## src/rtl/dpp_pkg.sv

```systemverilog
// shared types and constants of the depth to point projection block
package dpp_pkg;

  // configuration register indexes
  localparam logic [2:0] REG_Z_GAIN       = 3'd0;
  localparam logic [2:0] REG_FX_INVERSE   = 3'd1;
  localparam logic [2:0] REG_FY_INVERSE   = 3'd2;
  localparam logic [2:0] REG_CENTER_X     = 3'd3;
  localparam logic [2:0] REG_CENTER_Y     = 3'd4;
  localparam logic [2:0] REG_DISPLAY_GAIN = 3'd5;

  // configuration reset values
  localparam logic [31:0] Z_GAIN_RST       = 32'd137439;
  localparam logic [31:0] FX_INVERSE_RST   = 32'd9258612;
  localparam logic [31:0] FY_INVERSE_RST   = 32'd9258612;
  localparam logic [15:0] CENTER_X_RST     = 16'd5120;
  localparam logic [15:0] CENTER_Y_RST     = 16'd3840;
  localparam logic [31:0] DISPLAY_GAIN_RST = 32'd29205778;

  // saturation limits of the signed Q16.16 coordinates
  localparam logic [31:0] SAT_POS = 32'h7FFF_FFFF;
  localparam logic [31:0] SAT_NEG = 32'h8000_0000;

  // brightest display level
  localparam logic [7:0] LEVEL_MAX = 8'd255;

  // per-stage load enables of the pipeline
  typedef struct packed {
    logic s1;
    logic s2;
    logic s3;
    logic s4;
  } stage_en_t;

endpackage

```

## src/rtl/dpp_axis.sv

```systemverilog
// one projection axis: offset from center, scale by depth, saturate
module dpp_axis #(
  parameter int COORD_WIDTH = 12
) (
  input  logic                    clk,
  input  dpp_pkg::stage_en_t      en,
  input  logic [COORD_WIDTH-1:0]  coord,
  input  logic [15:0]             center,
  input  logic [31:0]             inv,
  input  logic [31:0]             zq,
  output logic signed [31:0]      result
);

  localparam int POS_W = COORD_WIDTH + 4;
  localparam int OFF_W = (POS_W > 16) ? POS_W : 16;
  localparam int MAG_W = OFF_W + 28;
  localparam logic [MAG_W-1:0] MAG_POS = MAG_W'(dpp_pkg::SAT_POS);
  localparam logic [MAG_W-1:0] MAG_NEG = MAG_W'(dpp_pkg::SAT_NEG);

  logic [OFF_W-1:0]    pos;
  logic [OFF_W-1:0]    cen;
  logic                neg;
  logic [OFF_W-1:0]    off;
  logic [63:0]         scale_prod;
  logic [OFF_W+31:0]   mag_prod;
  logic [31:0]         lim;
  logic [31:0]         res_nxt;

  logic                neg1_r, neg2_r, neg3_r;
  logic [OFF_W-1:0]    off1_r, off2_r;
  logic [31:0]         scale2_r;
  logic [MAG_W-1:0]    mag3_r;
  logic [31:0]         res4_r;

  // signed Q12.4 offset split into sign and magnitude
  assign pos = OFF_W'({coord, 4'b0000});
  assign cen = OFF_W'(center);
  assign neg = pos < cen;
  assign off = neg ? (cen - pos) : (pos - cen);

  // depth times reciprocal focal length, then offset times that scale
  assign scale_prod = 64'(zq) * 64'(inv);
  assign mag_prod   = (OFF_W + 32)'(off2_r) * (OFF_W + 32)'(scale2_r);

  // saturate the magnitude and apply the sign
  always_comb begin
    if (neg3_r) begin
      lim     = (mag3_r > MAG_NEG) ? dpp_pkg::SAT_NEG : mag3_r[31:0];
      res_nxt = 32'd0 - lim;
    end else begin
      lim     = (mag3_r > MAG_POS) ? dpp_pkg::SAT_POS : mag3_r[31:0];
      res_nxt = lim;
    end
  end

  // stage registers
  always_ff @(posedge clk) begin
    if (en.s1) begin
      neg1_r <= neg;
      off1_r <= off;
    end
    if (en.s2) begin
      neg2_r   <= neg1_r;
      off2_r   <= off1_r;
      scale2_r <= scale_prod[63:32];
    end
    if (en.s3) begin
      neg3_r <= neg2_r;
      mag3_r <= mag_prod[OFF_W+31:4];
    end
    if (en.s4) begin
      res4_r <= res_nxt;
    end
  end

  assign result = res4_r;

endmodule

```

## config.mk

```make
export PLATFORM = sky130hd
export DESIGN_NAME = dpp_axis
export DESIGN_NICKNAME = d
export VERILOG_FILES = /design/src/rtl/dpp_pkg.sv /design/src/rtl/dpp_axis.sv
export SDC_FILE = /design/constraint.sdc
export NUM_CORES = 2
export LEC_CHECK = 0
export CAP_MARGIN = 15
export CELL_PAD_IN_SITES_DETAIL_PLACEMENT = 1
export CELL_PAD_IN_SITES_GLOBAL_PLACEMENT = 2
export CORE_ASPECT_RATIO = 0.9
export CORE_MARGIN = 1
export CORE_UTILIZATION = 38
export DETAILED_ROUTE_END_ITERATION = 7
export DONT_BUFFER_PORTS = 1
export GPL_ROUTABILITY_DRIVEN = 0
export GPL_TIMING_DRIVEN = 0
export HOLD_SLACK_MARGIN = 0.1
export PLACE_DENSITY = 0.75
export SYNTH_ARGS = -nofsm -noshare
export SYNTH_HDL_FRONTEND = slang
export SYNTH_SLANG_ARGS = --single-unit
```

## constraint.sdc

```tcl
create_clock -name clk -period 8.13 [get_ports clk]
set_input_delay 0 -clock clk [delete_from_list [all_inputs] [get_ports clk]]
set_output_delay 0 -clock clk [all_outputs]
set_load 0.01 [all_outputs]
```

==> impl_summary.log <==
[metrics] gate count after technology mapping: 5,749
[metrics] 1st-iter DRT viols: approximately 3,100
[metrics] Die Area: approximately 0.14 mm²
[metrics] met3 GRT Util: 8.44%
[metrics] number of clock sinks seen by CTS: 143
[metrics] vias: 40,540
[metrics] Clock Tree Root: sky130_fd_sc_hd__clkbuf_16
[metrics] antenna-violating nets left: 0
[metrics] max cap viols: 0
[metrics] sequential fraction of the synthesis area: 7.96%
[metrics] global-route usage over all layers: 29.2%
[metrics] count of final hold-check violations: 0
[metrics] number of synthesized register bits: about 140
[metrics] count of endpoints failing setup in the final report: 0
[metrics] clock tree from TritonCTS: done
[metrics] I/O pin count: 129
[metrics] overall routed net length: 205,000 µm
[metrics] tightest slew margin relative to the limit: 19.2%
[metrics] run status: complete, no violations
[metrics] final critical-path required period: roughly 8000 ps
[metrics] core area: 0.140 mm²
[metrics] number of distinct standard cells referenced by the synthesized netlist: 69
[metrics] Crit Path Max Fanout: 10
[metrics] busiest metal layer after global routing: met2
[metrics] Initial Utilization: 38.5%
[metrics] fraction of registers with async set or reset after synthesis: 0%
[metrics] Setup Slack @ Placement: -1840 ps
[metrics] global-route wire length before repair: 304,000 µm
[metrics] Startpoint Class: input port
[metrics] Std-Cell Rows: 130
[metrics] maximum buffer depth of the clock tree: 2
[metrics] Overflow after GRT: 0
[metrics] crit path capture type: flip-flop
[metrics] clock-pin slew of the registers on the worst-case setup and hold paths: 70 ps
[metrics] post-layout worst setup margin: 155 ps
[metrics] Vias per Instance: 5.28
[metrics] post-DR wirelength/cell: around 27 µm
[metrics] Nets: 7,621
[metrics] unrepaired setup endpoints after global routing: false
[metrics] met2 usage: 43.6%
[metrics] transition at the pin with the smallest max-transition slack: 1210 ps
[metrics] arrival time reported for the critical path endpoint: 8190 ps
[metrics] die width: 399 µm
[metrics] post-synth net total: 7,561
[metrics] Slowest Stage Delay on Critical Path: 860 ps
[metrics] per-instance average area after synthesis: around 9.4 µm²
[metrics] number of iterations in the first detailed-routing pass: 5
[metrics] maximum number of pins on one net before global-route repair: 50
[metrics] Clock Skew: 16.1 ps
[metrics] most frequently used flop master after synthesis: sky130_fd_sc_hd__edfxtp_1
[metrics] number of antenna violations at the first check in global routing: 22
[metrics] grt met1 use: 41.2%
[metrics] number of warnings issued by yosys: 0
[metrics] # placed instances: ~7,600
[metrics] required time of the critical path: 8340 ps
[metrics] number of standard cells in the layout, taps in and fillers out: 7,684
[metrics] DRC violation count after routing: 0
[metrics] cell occurring most often along the worst timing path: sky130_fd_sc_hd__fa_1
[metrics] combined area of all synthesized cells: roughly 0.054 mm²
[metrics] maximum operating frequency: around 130 MHz
[metrics] Slowest cell on crit path: sky130_fd_sc_hd__clkbuf_1
[metrics] number of fill cells: approximately 16,000
[metrics] type of the worst setup path: in2reg
[metrics] Max H-tree Level: 4
[metrics] chip height: 359 µm
[metrics] area growth from synthesis to final layout: 7.01%
[metrics] Register-to-Register Path Depth: 22
[metrics] worst hold-check path type: in2reg
[metrics] input/output buffers: 0
[metrics] layout cells sized above 1: 3.21%
[metrics] final count of pins violating max slew: 0
[metrics] final period utilization: a little under 100%
[metrics] Post-synth EDFFs: 143
[metrics] HPWL after DPL: 176,000 µm
[metrics] clock insertion delay at the later pin of the skew report: 480 ps
[metrics] worst slack on hold paths: approximately 130 ps
[metrics] vias in the first global route: 44,806
[metrics] clock buffer count from CTS: 17
[metrics] number of stages on the worst hold path: 5
-- registers in the layout (all words and copies together) (netlist names) --
name and cells:
off2_r 16, off1_r 16, neg1_r 1, neg2_r 1
scale2_r 32, neg3_r 1, result 32, mag3_r 44
-- timing repair --
item / in CTS / in global routing
endpoints found under the hold margin: 157 / 0
pin swaps: 0 / 4
buffers inserted: 0 / 7
setup endpoints to repair: 25 / 17
resized for setup: 64 / 148
hold buffers: 34 / 0
-- placed cells by master (no fill, tap or decap), types with 12 or more instances in the layout --
master and count:
sky130_fd_sc_hd__a22o_1 12, sky130_fd_sc_hd__o21ai_0 58, sky130_fd_sc_hd__clkbuf_1 187, sky130_fd_sc_hd__ha_1 401, sky130_fd_sc_hd__nand2_1 913, sky130_fd_sc_hd__nand2b_1 14
sky130_fd_sc_hd__nand4_1 18, sky130_fd_sc_hd__nor2_1 69, sky130_fd_sc_hd__a21o_1 49, sky130_fd_sc_hd__a21oi_1 109, sky130_fd_sc_hd__clkbuf_16 17, sky130_fd_sc_hd__nand3_1 19
sky130_fd_sc_hd__edfxtp_1 143, sky130_fd_sc_hd__and2_1 732, sky130_fd_sc_hd__nor3_1 24, sky130_fd_sc_hd__dlygate4sd3_1 31, sky130_fd_sc_hd__o21bai_1 16, sky130_fd_sc_hd__xor2_1 33
sky130_fd_sc_hd__or3_1 12, sky130_fd_sc_hd__inv_1 1280, sky130_fd_sc_hd__fa_1 1312, sky130_fd_sc_hd__xnor2_1 61, sky130_fd_sc_hd__a31oi_1 18, sky130_fd_sc_hd__diode_2 15
sky130_fd_sc_hd__nor2b_1 13, sky130_fd_sc_hd__clkbuf_2 112
-- cells by family (layout without fill, tap and decap cells) --
family	Yosys count	in the layout	share of synthesized area (%)
and+or+nand+nor	1853	1853	17.0
adders and majority gates	1715	1715	58.1
buffers and inverters	1587	1659	11.1
AOI/OAI and AO/OA	351	351	4.23
DFF	143	143	7.96
xor gates and xnor gates	94	94	1.53
muxes	6	6	0.116
other	0	15	0
-- stage by stage --
step	setup TNS [ps]	utilization [%]	cell area, µm²
floorplan	0	-	53900
finish	0	41.2	57700
detailed placement	-24730	40.1	56200
global placement	-22090	40.1	56200
CTS	-6.30	41.0	57400
global route	0	41.1	57700
-- worst max-delay path: cells and delay by family --
| family | cells | cell delay, ps |
|---|---|---|
| adder cells (fa/ha/maj) | 9 | 4230 |
| AND/OR/NAND/NOR | 1 | 270 |
| XOR/XNOR | 1 | 170 |
| buffers and inverters | 5 | 1410 |
| AO/OA/AOI/OAI | 9 | 2080 |
-- worst paths after layout --
path	start	end	slack, ps
setup / recovery	inv[19]	scale2_r[26]	150
hold / removal	center[12]	off1_r[13]	130
setup reg to reg	off2_r[7]	mag3_r[36]	200
hold reg to reg	off1_r[11]	off2_r[11]	410
-- cell usage after synthesis (9+ instances only) --
master | number | area share (%)
sky130_fd_sc_hd__xnor2_1 | 61 | 0.99
sky130_fd_sc_hd__a21o_1 | 49 | 0.68
sky130_fd_sc_hd__inv_1 | 1280 | 8.9
sky130_fd_sc_hd__edfxtp_1 | 143 | 8.0
sky130_fd_sc_hd__nor2b_1 | 13 | 0.15
sky130_fd_sc_hd__nor2_1 | 69 | 0.48
sky130_fd_sc_hd__nand4_1 | 18 | 0.21
sky130_fd_sc_hd__and2_1 | 732 | 8.5
sky130_fd_sc_hd__a22o_1 | 12 | 0.19
sky130_fd_sc_hd__a21oi_1 | 110 | 1.0
sky130_fd_sc_hd__ha_1 | 401 | 9.3
sky130_fd_sc_hd__clkbuf_1 | 302 | 2.1
sky130_fd_sc_hd__xor2_1 | 33 | 0.54
sky130_fd_sc_hd__a31oi_1 | 19 | 0.22
sky130_fd_sc_hd__nand2_1 | 913 | 6.4
sky130_fd_sc_hd__nor3_1 | 24 | 0.22
sky130_fd_sc_hd__nand3_1 | 19 | 0.18
sky130_fd_sc_hd__o21bai_1 | 16 | 0.22
sky130_fd_sc_hd__nand2b_1 | 14 | 0.16
sky130_fd_sc_hd__o31ai_1 | 13 | 0.18
sky130_fd_sc_hd__fa_1 | 1314 | 49
sky130_fd_sc_hd__o21ai_0 | 59 | 0.55
sky130_fd_sc_hd__o311ai_0 | 9 | 0.15
sky130_fd_sc_hd__or3_1 | 12 | 0.14
-- routing by layer --
layer  wire length, µm  vias to the layer above
met5                40                        -
met4              6500                        8
met3             21600                      275
met2             88300                     1609
met1             88800                    21576
li1                  -                    17072
-- cell type report --
cell class / instances / area (µm²) / area share, %
plain buffers: 307 / 1330 / 2.31
repair buffers: 41 / 488 / 0.846
diodes: 15 / 37.5 / 0.0651
inverters: 1280 / 4800 / 8.33
well taps: 1848 / 2310 / 4.01
multi-input cells: 4019 / 43800 / 75.8
flip-flops and latches: 143 / 4290 / 7.44
clock inverters: 14 / 243 / 0.421
clock buffers: 17 / 425 / 0.737
Power is left out: the tool's default activity adds up to more than one toggle a clock period on the data nets, which glitch-free logic cannot reach.
